$ cat src/design/dios_pkg.sv
// Shared types and constants of the depth indexed operand stack.
// Holds command and error codes, controller/datapath structs and state codes.
// No dependencies.
package dios_pkg;

	// Stack geometry, fixed by the field widths of the beat format
	localparam int STACK_DEPTH   = 64;
	localparam int ELEMENT_BYTES = 8;
	localparam int DATA_W        = 8 * ELEMENT_BYTES;
	localparam int LEN_W         = 4;
	localparam int CNT_W         = $clog2(STACK_DEPTH + 1);
	localparam int ADDR_W        = $clog2(STACK_DEPTH);
	localparam int ENTRY_W       = LEN_W + DATA_W;
	localparam int ERR_W         = 2;
	localparam int CMD_W         = 3;

	// Stream widths: fields packed from bit zero, padded to whole bytes
	localparam int S_TDATA_W = 80;
	localparam int S_TUSER_W = CMD_W;
	localparam int M_TDATA_W = 80;

	typedef enum logic [CMD_W-1:0] {
		CMD_PUSH = 3'd0,
		CMD_POP  = 3'd1,
		CMD_PEEK = 3'd2,
		CMD_PICK = 3'd3,
		CMD_DROP = 3'd4,
		CMD_SWAP = 3'd5,
		CMD_ROT  = 3'd6,
		CMD_ROLL = 3'd7
	} cmd_t;

	typedef enum logic [ERR_W-1:0] {
		ERR_OK    = 2'd0,
		ERR_UNDER = 2'd1,
		ERR_OVER  = 2'd2
	} err_t;

	typedef enum logic [2:0] {
		S_IDLE,
		S_DECODE,
		S_READ,
		S_SAVE,
		S_SHIFT_RD,
		S_SHIFT_WR,
		S_RESP
	} state_t;

	typedef enum logic [1:0] {
		RSRC_ITEM,
		RSRC_START,
		RSRC_NEXT
	} rd_src_t;

	typedef enum logic [2:0] {
		WR_NONE,
		WR_PUSH,
		WR_PICK,
		WR_SHIFT,
		WR_FINAL
	} wr_sel_t;

	typedef enum logic [1:0] {
		CNT_HOLD,
		CNT_INC,
		CNT_DEC,
		CNT_SUB_N
	} cnt_op_t;

	// Controller to datapath commands
	typedef struct packed {
		logic    load_item;
		logic    set_err;
		logic    rd_en;
		rd_src_t rd_src;
		wr_sel_t wr_sel;
		cnt_op_t cnt_op;
		logic    cap_read;
		logic    move_init;
		logic    save;
		logic    step;
		logic    load_out;
	} dp_ctl_t;

	// Datapath to controller status
	typedef struct packed {
		cmd_t cmd;
		err_t err;
		logic move_trivial;
		logic at_final;
	} dp_stat_t;

endpackage

$ cat src/design/dios_ctrl.sv
// Controller state machine of the operand stack: handshakes, command sequencing
// and the element move loop. Depends on dios_pkg.
module dios_ctrl (
	input  logic                clk,
	input  logic                arst_n,
	input  logic                s_tvalid,
	output logic                s_tready,
	output logic                m_tvalid,
	input  logic                m_tready,
	input  dios_pkg::dp_stat_t  stat,
	output dios_pkg::dp_ctl_t   ctl
);
	import dios_pkg::*;

	state_t state_q;
	state_t state_d;
	logic   out_valid_q;
	logic   out_free;

	assign out_free = !out_valid_q || m_tready;
	assign s_tready = (state_q == S_IDLE);
	assign m_tvalid = out_valid_q;

	// Next state
	always_comb begin
		state_d = state_q;
		unique case (state_q)
			S_IDLE: if (s_tvalid) state_d = S_DECODE;
			S_DECODE: begin
				if (stat.err != ERR_OK) begin
					state_d = S_RESP;
				end else begin
					unique case (stat.cmd)
						CMD_PUSH, CMD_DROP: state_d = S_RESP;
						CMD_POP, CMD_PEEK, CMD_PICK: state_d = S_READ;
						CMD_SWAP, CMD_ROT, CMD_ROLL: begin
							state_d = stat.move_trivial ? S_RESP : S_SAVE;
						end
					endcase
				end
			end
			S_READ:     state_d = S_RESP;
			S_SAVE:     state_d = S_SHIFT_RD;
			S_SHIFT_RD: state_d = stat.at_final ? S_RESP : S_SHIFT_WR;
			S_SHIFT_WR: state_d = S_SHIFT_RD;
			S_RESP:     if (out_free) state_d = S_IDLE;
			default:    state_d = S_IDLE;
		endcase
	end

	// Datapath commands
	always_comb begin
		ctl = '{load_item: 1'b0, set_err: 1'b0, rd_en: 1'b0, rd_src: RSRC_ITEM,
			wr_sel: WR_NONE, cnt_op: CNT_HOLD, cap_read: 1'b0, move_init: 1'b0,
			save: 1'b0, step: 1'b0, load_out: 1'b0};
		unique case (state_q)
			S_IDLE: ctl.load_item = s_tvalid;
			S_DECODE: begin
				ctl.set_err = 1'b1;
				if (stat.err == ERR_OK) begin
					unique case (stat.cmd)
						CMD_PUSH: begin
							ctl.wr_sel = WR_PUSH;
							ctl.cnt_op = CNT_INC;
						end
						CMD_DROP: ctl.cnt_op = CNT_SUB_N;
						CMD_POP, CMD_PEEK, CMD_PICK: begin
							ctl.rd_en  = 1'b1;
							ctl.rd_src = RSRC_ITEM;
						end
						CMD_SWAP, CMD_ROT, CMD_ROLL: begin
							if (!stat.move_trivial) begin
								ctl.rd_en     = 1'b1;
								ctl.rd_src    = RSRC_START;
								ctl.move_init = 1'b1;
							end
						end
					endcase
				end
			end
			S_READ: begin
				unique case (stat.cmd)
					CMD_POP: begin
						ctl.cap_read = 1'b1;
						ctl.cnt_op   = CNT_DEC;
					end
					CMD_PEEK: ctl.cap_read = 1'b1;
					CMD_PICK: begin
						ctl.wr_sel = WR_PICK;
						ctl.cnt_op = CNT_INC;
					end
					default: ;
				endcase
			end
			S_SAVE: ctl.save = 1'b1;
			S_SHIFT_RD: begin
				if (stat.at_final) begin
					ctl.wr_sel = WR_FINAL;
				end else begin
					ctl.rd_en  = 1'b1;
					ctl.rd_src = RSRC_NEXT;
				end
			end
			S_SHIFT_WR: begin
				ctl.wr_sel = WR_SHIFT;
				ctl.step   = 1'b1;
			end
			S_RESP: ctl.load_out = out_free;
			default: ;
		endcase
	end

	// State and output valid registers
	always_ff @(posedge clk or negedge arst_n) begin
		if (!arst_n) begin
			state_q     <= S_IDLE;
			out_valid_q <= 1'b0;
		end else begin
			state_q <= state_d;
			if (ctl.load_out) begin
				out_valid_q <= 1'b1;
			end else if (m_tready) begin
				out_valid_q <= 1'b0;
			end
		end
	end

`ifndef SYNTHESIS
	a_accept_decode: assert property (@(posedge clk) disable iff (!arst_n)
		s_tvalid && s_tready |=> state_q == S_DECODE)
		else $error("accepted beat not decoded next cycle");

	a_error_resp: assert property (@(posedge clk) disable iff (!arst_n)
		state_q == S_DECODE && stat.err != ERR_OK |=> state_q == S_RESP)
		else $error("failed command did not go straight to result");

	a_resp_done: assert property (@(posedge clk) disable iff (!arst_n)
		state_q == S_RESP && out_free |=> state_q == S_IDLE && out_valid_q)
		else $error("result not presented after response");
`endif

endmodule
$ cat config.mk
export PLATFORM = sky130hd
export DESIGN_NAME = dios_ctrl
export DESIGN_NICKNAME = d
export VERILOG_FILES = /design/src/design/dios_pkg.sv /design/src/design/dios_ctrl.sv
export SDC_FILE = /design/constraint.sdc
export NUM_CORES = 1
export LEC_CHECK = 0
export ABC_AREA = 1
export BUFFER_PORTS_ARGS = -buffer_cell sky130_fd_sc_hd__clkbuf_2
export CORE_AREA = 2 2 39 41
export DETAILED_ROUTE_END_ITERATION = 16
export DIE_AREA = 0 0 41 43
export GPL_TIMING_DRIVEN = 0
export MAX_ROUTING_LAYER = met4
export PLACE_DENSITY_LB_ADDON = 0.08
export SYNTH_ARGS = -nofsm -noshare
export SYNTH_HDL_FRONTEND = slang
export SYNTH_SLANG_ARGS = --single-unit
$ cat constraint.sdc
create_clock -name clk -period 1.55 [get_ports clk]
set_clock_uncertainty 0.2 [all_clocks]
set_input_delay 0.31 -clock clk [delete_from_list [all_inputs] [get_ports clk]]
set_output_delay 0.31 -clock clk [all_outputs]
set_load 0.01 [all_outputs]
# After elaboration in Yosys (flattened, before gate mapping)
# Index checks and enable logic that the tools add are counted.
[word_totals]
out_inout_bits = 17
elab_cells = 62
ff_bits = 4
[op_classes]
mux = 32
n_reduce_logical = 13
eq_ne = 15
[op_table]
columns = ["operator", "n"]
rows = [
  ["equality test 3 bit (second input constant)", 7],
  ["2-to-1 mux 3 bit", 7],
  ["case mux 3 bit (6 select lines)", 1],
  ["2-to-1 mux 1 bit", 14],
  ["equality test 3 x 2 -> 1 bit (second input constant)", 4],
  ["case mux 2 bit (2 select lines)", 3],
  ["case mux 3 bit (2 select lines)", 2],
  ["case mux 3 bit (4 select lines)", 1],
  ["case mux 3 bit (3 select lines)", 1],
  ["2-to-1 mux 8 bit", 1],
  ["equality test 3 x 1 -> 1 bit (second input constant)", 2],
  ["logical NOT 3 bit", 2],
  ["OR reduction 2 bit", 3],
  ["OR reduction 3 bit", 2],
  ["2-to-1 mux 2 bit", 2],
  ["inequality test 2 bit (second input constant)", 2],
  ["nonzero test 2 bit", 2],
  ["logical NOT 2 bit", 1],
  ["AND reduction 2 bit", 1],
  ["logical NOT 1 bit", 1],
  ["logical OR 1 bit", 1],
]

# Longest topological paths before layout
[depth]
word_depth = 5
ltp_mapped = 5
mapped_depth_nobuf = 5

# Least setup slack after synthesis
# No wires, ideal clock.
[synth_path]
path_kind = "reg-to-output"
startpoint = "reg state_q[2]"
endpoint = "out ctl[7] in the netlist's numbering"
stages_incl_launch_ff = 6
path_slack_ns = -0.011
arrival_time_ns = 1.051
path_buffers = 0
t_required_ns = 1.040
path_cell_list = "dfrtp_1 > inv_1 > nand2_2 > nor2_4 > nand3_2 > o21ai_1"
[synth_lines]
columns = ["item", "line_no", "text"]
rows = [
  ["from (decl)", "dios_ctrl.sv:15", "state_t state_q;"],
  ["from (signal assigned)", "dios_ctrl.sv:119", "state_q <= state_d;"],
  ["to (decl)", "dios_ctrl.sv:11", "output dios_pkg::dp_ctl_t ctl"],
]

==> flow_results.org <==
** Routing
- The count of nets left with antenna violations once routing finished came out at 0.
- Number of iterations in the first detailed-routing pass :: 4
- In the routed layout, each cell is associated on average with a via count of 4.282.
- After the first detailed-routing iteration, the DRC count stood at 8.
- The routed design has 1.091 mm of wire.
- Drt drc :: 0
- Summed over all nets, wire length on met3 after detailed routing comes to 45 um.
- In the final routed layout, each cell accounts on average for 8.798 um.
- After detailed routing, the met2 layer carries 488 um of wire.
- Met1 routed wirelength after detailed routing :: 557 um
- Signal routing reaches up to met3.
- Number of vias in the routed layout :: 531

** Logic synthesis
- Average size of a mapped cell :: 5.756 um^2
- Synthesis handed over a netlist of 70 instances.
- Number of nets produced by synthesis :: 81
- Fraction of the mapped netlist area in compound gates :: 0.1056
- Proportion of synthesized chip area in sequential cells :: 0.2484
- Fraction of the mapped netlist area in simple logic gates :: 0.4503
- Multiplexer area fraction after synthesis :: 0
- Synth warn :: 0
- Parity-gate share of the synthesized area counting xor and xnor cells :: 0
- Counting flops and latches in the post-synthesis netlist gives 4.
- The netlist uses 15 different library cells.
- Main combinational cell family by area after synthesis :: simple AND/OR/NAND/NOR gates
- After synthesis the cells add up to 402.9 um^2.
- Of the total synthesized cell area, the portion taken by full adders, half adders and majority gates is 0.

** Clock tree
- At the later pin of the worst-skew pair, clock insertion delay measures 0.23 ns.
- Clock tree buffer depth :: 2
- CTS placed an instance of clkbuf_4 at the clock tree root.
- TritonCTS created 3 clock buffers.
- Clock-pin slew was measured on the worst setup and hold paths at 0.04 ns.
- TritonCTS clock tree :: yes
- The clock net in this run drives a total of 4 sinks.
- CTS built an H-tree with a depth of 1.

** Placed design
- Gp weighted congestion :: 0.7817
- DP Worst Slack :: -0.1186 ns
- After detailed placement, the total cell area comes to 561.8 um^2.
- Count of buffers from port buffering :: 27
- Estimated wirelength of the detail-placed design :: 820.3 um

** Timing
- Setup total negative slack on the finished layout was measured at -2.751 ns.
- RSZ-0062 raised after global routing :: true
- Period minus WS final :: 1.801 ns
- Rel. slew slack :: 0.7613
- Across all setup checks in the final design, the least slack found is -0.2514 ns.
- Setup violators final :: 16
- Final worst path period share :: 1.162
- The final count of hold timing violations was 0.
- Final-report max-slew violation count :: 0
- For the pin with the worst max-slew slack, the measured transition is 0.3567 ns.
- Based on the critical path, the design can be clocked at up to 555.1 MHz.

** Worst setup path
- Worst path max stage delay :: 0.44 ns
- Setup slack on the worst reg-to-reg path comes out at 0.02 ns.
- The worst register-to-register path ends at state_q[0]$_DFFE_PN0P_.
- Critical path launch point type :: register
- The critical path goes through nand2_2 -> nor2_4 -> nand3_4 -> o21ai_2 -> buf_2.
- The setup path with the least slack is of type register to output port.
- Crit Reg-Reg Startpoint :: state_q[0]$_DFFE_PN0P_
- The largest individual stage delay along the critical path comes from the cell dfrtp_2.
- Data arrival, critical path :: 1.29 ns
- Number of cells on the worst reg-to-reg path :: 7
- Top fanout value on the critical path :: 7
- Endpoint kind of the worst setup timing path :: output port
- Data required time at the worst endpoint :: 1.04 ns

** Floorplanning
- The die is 43 um tall.
- Die outline width :: 41 um
- The region available for standard cell placement spans 1384 um^2.
- Number of core rows :: 14
- For this configuration, the core starts out at a cell density of 0.2911.
- 28 I/O pins were placed.
- Full die area :: 1763 um^2

** GRT
- Maximum number of pins on one net before global-route repair :: 8
- Global-route wire length before repair :: 1.842 mm
- Overall global routing resource usage :: 0.1542
- The number of antenna violations at the first check in global routing came to 0.
- Global route overflow :: 0
- Vias in the first global route :: 478

** Power
- Overall power of the completed layout :: 0.001038 W
- Of the total power, registers draw 0.237.
- Static Leak :: 0.4544 nW
- Worst VDD drop :: 673.8 uV
- Clock network fraction of total power :: 0.123
- Combinational share of power :: 0.640
- Switching Fraction :: 0.4674
- Int Power :: 0.0005530 W
- The analysis attributes to net switching a power of 0.0004854 W.
- Dividing total power by cell area gives a power density of 1446 nW/um^2.

** Status
- The checks that failed: negative setup slack.
- The flow ran to the end, but the final reports show violations.

** Final layout
- The number of antenna diodes in the final layout is 0.
- Summing all non-filler instances in the final layout gives an area of 718.2 um^2.
- Counting the fill cells in the layout gives 155.
- Final core area utilization :: 0.5190
- Final net count :: 121
- Most frequent cells in the layout :: clkbuf_2 (18), inv_1 (17), nand2_1 (13)
- Of the cells placed in the final design, the portion with a size suffix greater than 1 is 0.5093.
- Area overhead of the layout relative to synthesis :: 78.26%
- Most common cell after layout, fill and taps aside :: clkbuf_2

** Min path
- Hold Path Origin :: m_tready
- Cell count of the worst hold path :: 2
- The path with the worst hold slack has its endpoint at m_tvalid$_DFFE_PN0P_.
- Class of the worst hold path :: primary input to register

** Flow run
- Across the run, the number of max-cap violations was 0.
-- layer usage --
metal / up-vias / track usage
met2: 15 / 0.2188
met5: - / -
li1: 295 / -
met4: 0 / 0.08000
met3: 0 / 0.01571
met1: 221 / 0.2098
-- kinds of logic (layout without fill, tap and decap cells) --
kind of cell | Yosys count | in the layout
simple gates | 38 | 38
compound gates | 7 | 7
flops | 4 | 4
buf+inv | 21 | 59
-- state kept, by name, summed over array words and instances (netlist names) --
signal    flops
state_q       3
m_tvalid      1
-- worst max-delay path, delay by kind of cell (launching register included) --
family                 cells  cell delay, ns
AO/OA/AOI/OAI              1            0.12
flip-flops                 1            0.44
AND/OR/NAND/NOR            3            0.34
buffers and inverters      1            0.14
-- cells in the mapped netlist --
cell     count  share of area
o21ai_0      3          0.037
nand2_1     14           0.13
o21ai_2      1          0.022
nand4_1      3          0.047
nand3_2      2          0.050
nor2_1      11           0.10
dfrtp_1      4           0.25
nand2_2      1          0.016
nand3_1      4          0.050
inv_1       21           0.20
a21oi_2      1          0.022
o21ai_1      2          0.025
nor2_4       1          0.028
nor4_1       1          0.016
nor3_1       1          0.012
-- stage by stage --
step	hold WS (ns)	instances
2_1_floorplan	-0.1856	70
3_3_place_gp	-0.08014	113
3_5_place_dp	-0.07758	113
4_1_cts	0.08113	123
5_1_grt	0.1238	124
6_report	0.08489	124
-- final cells by class --
| cell class | instances | area [um^2] | area share |
|---|---|---|---|
| multi-input cells | 45 | 270.3 | 0.3763 |
| clock buffers | 3 | 22.52 | 0.03136 |
| flip-flops and latches | 4 | 102.6 | 0.1429 |
| inverters | 21 | 78.83 | 0.1098 |
| well taps | 16 | 20.02 | 0.02787 |
| repair buffers | 35 | 224.0 | 0.3118 |
-- worst max-delay path by stage --
stage                      startpoint  slack (ns)  endpoint  depth (start not counted)
6_report       state_q[0]$_DFFE_PN0P_       -0.25    ctl[7]                          5
3_3_place_gp   state_q[2]$_DFFE_PN0P_       -0.13    ctl[6]                          6
4_1_cts        state_q[2]$_DFFE_PN0P_       -0.28   ctl[12]                          6
3_5_place_dp   state_q[2]$_DFFE_PN0P_       -0.12    ctl[6]                          6
5_1_grt        state_q[0]$_DFFE_PN0P_       -0.32    ctl[6]                          6
2_1_floorplan  state_q[2]$_DFFE_PN0P_        0.03    ctl[6]                          5
-- power groups by stage --
stage	logic [W]	registers [W]	clock network, W
floorplan	0.000331	0.000221	0
global placement	0.000506	0.000228	0
detailed placement	0.000505	0.000226	0
CTS	0.000638	0.000236	0.000137
global route	0.000751	0.000254	0.000139
finish	0.000665	0.000246	0.000128
-- timing repair --
item,in CTS,in global routing
pin swaps,2,3
setup endpoints to repair,16,16
setup buffers,6,1
hold buffers,1,0
endpoints found under the hold margin,4,0
resized for setup,12,15
(Power assumes the default switching activity.)
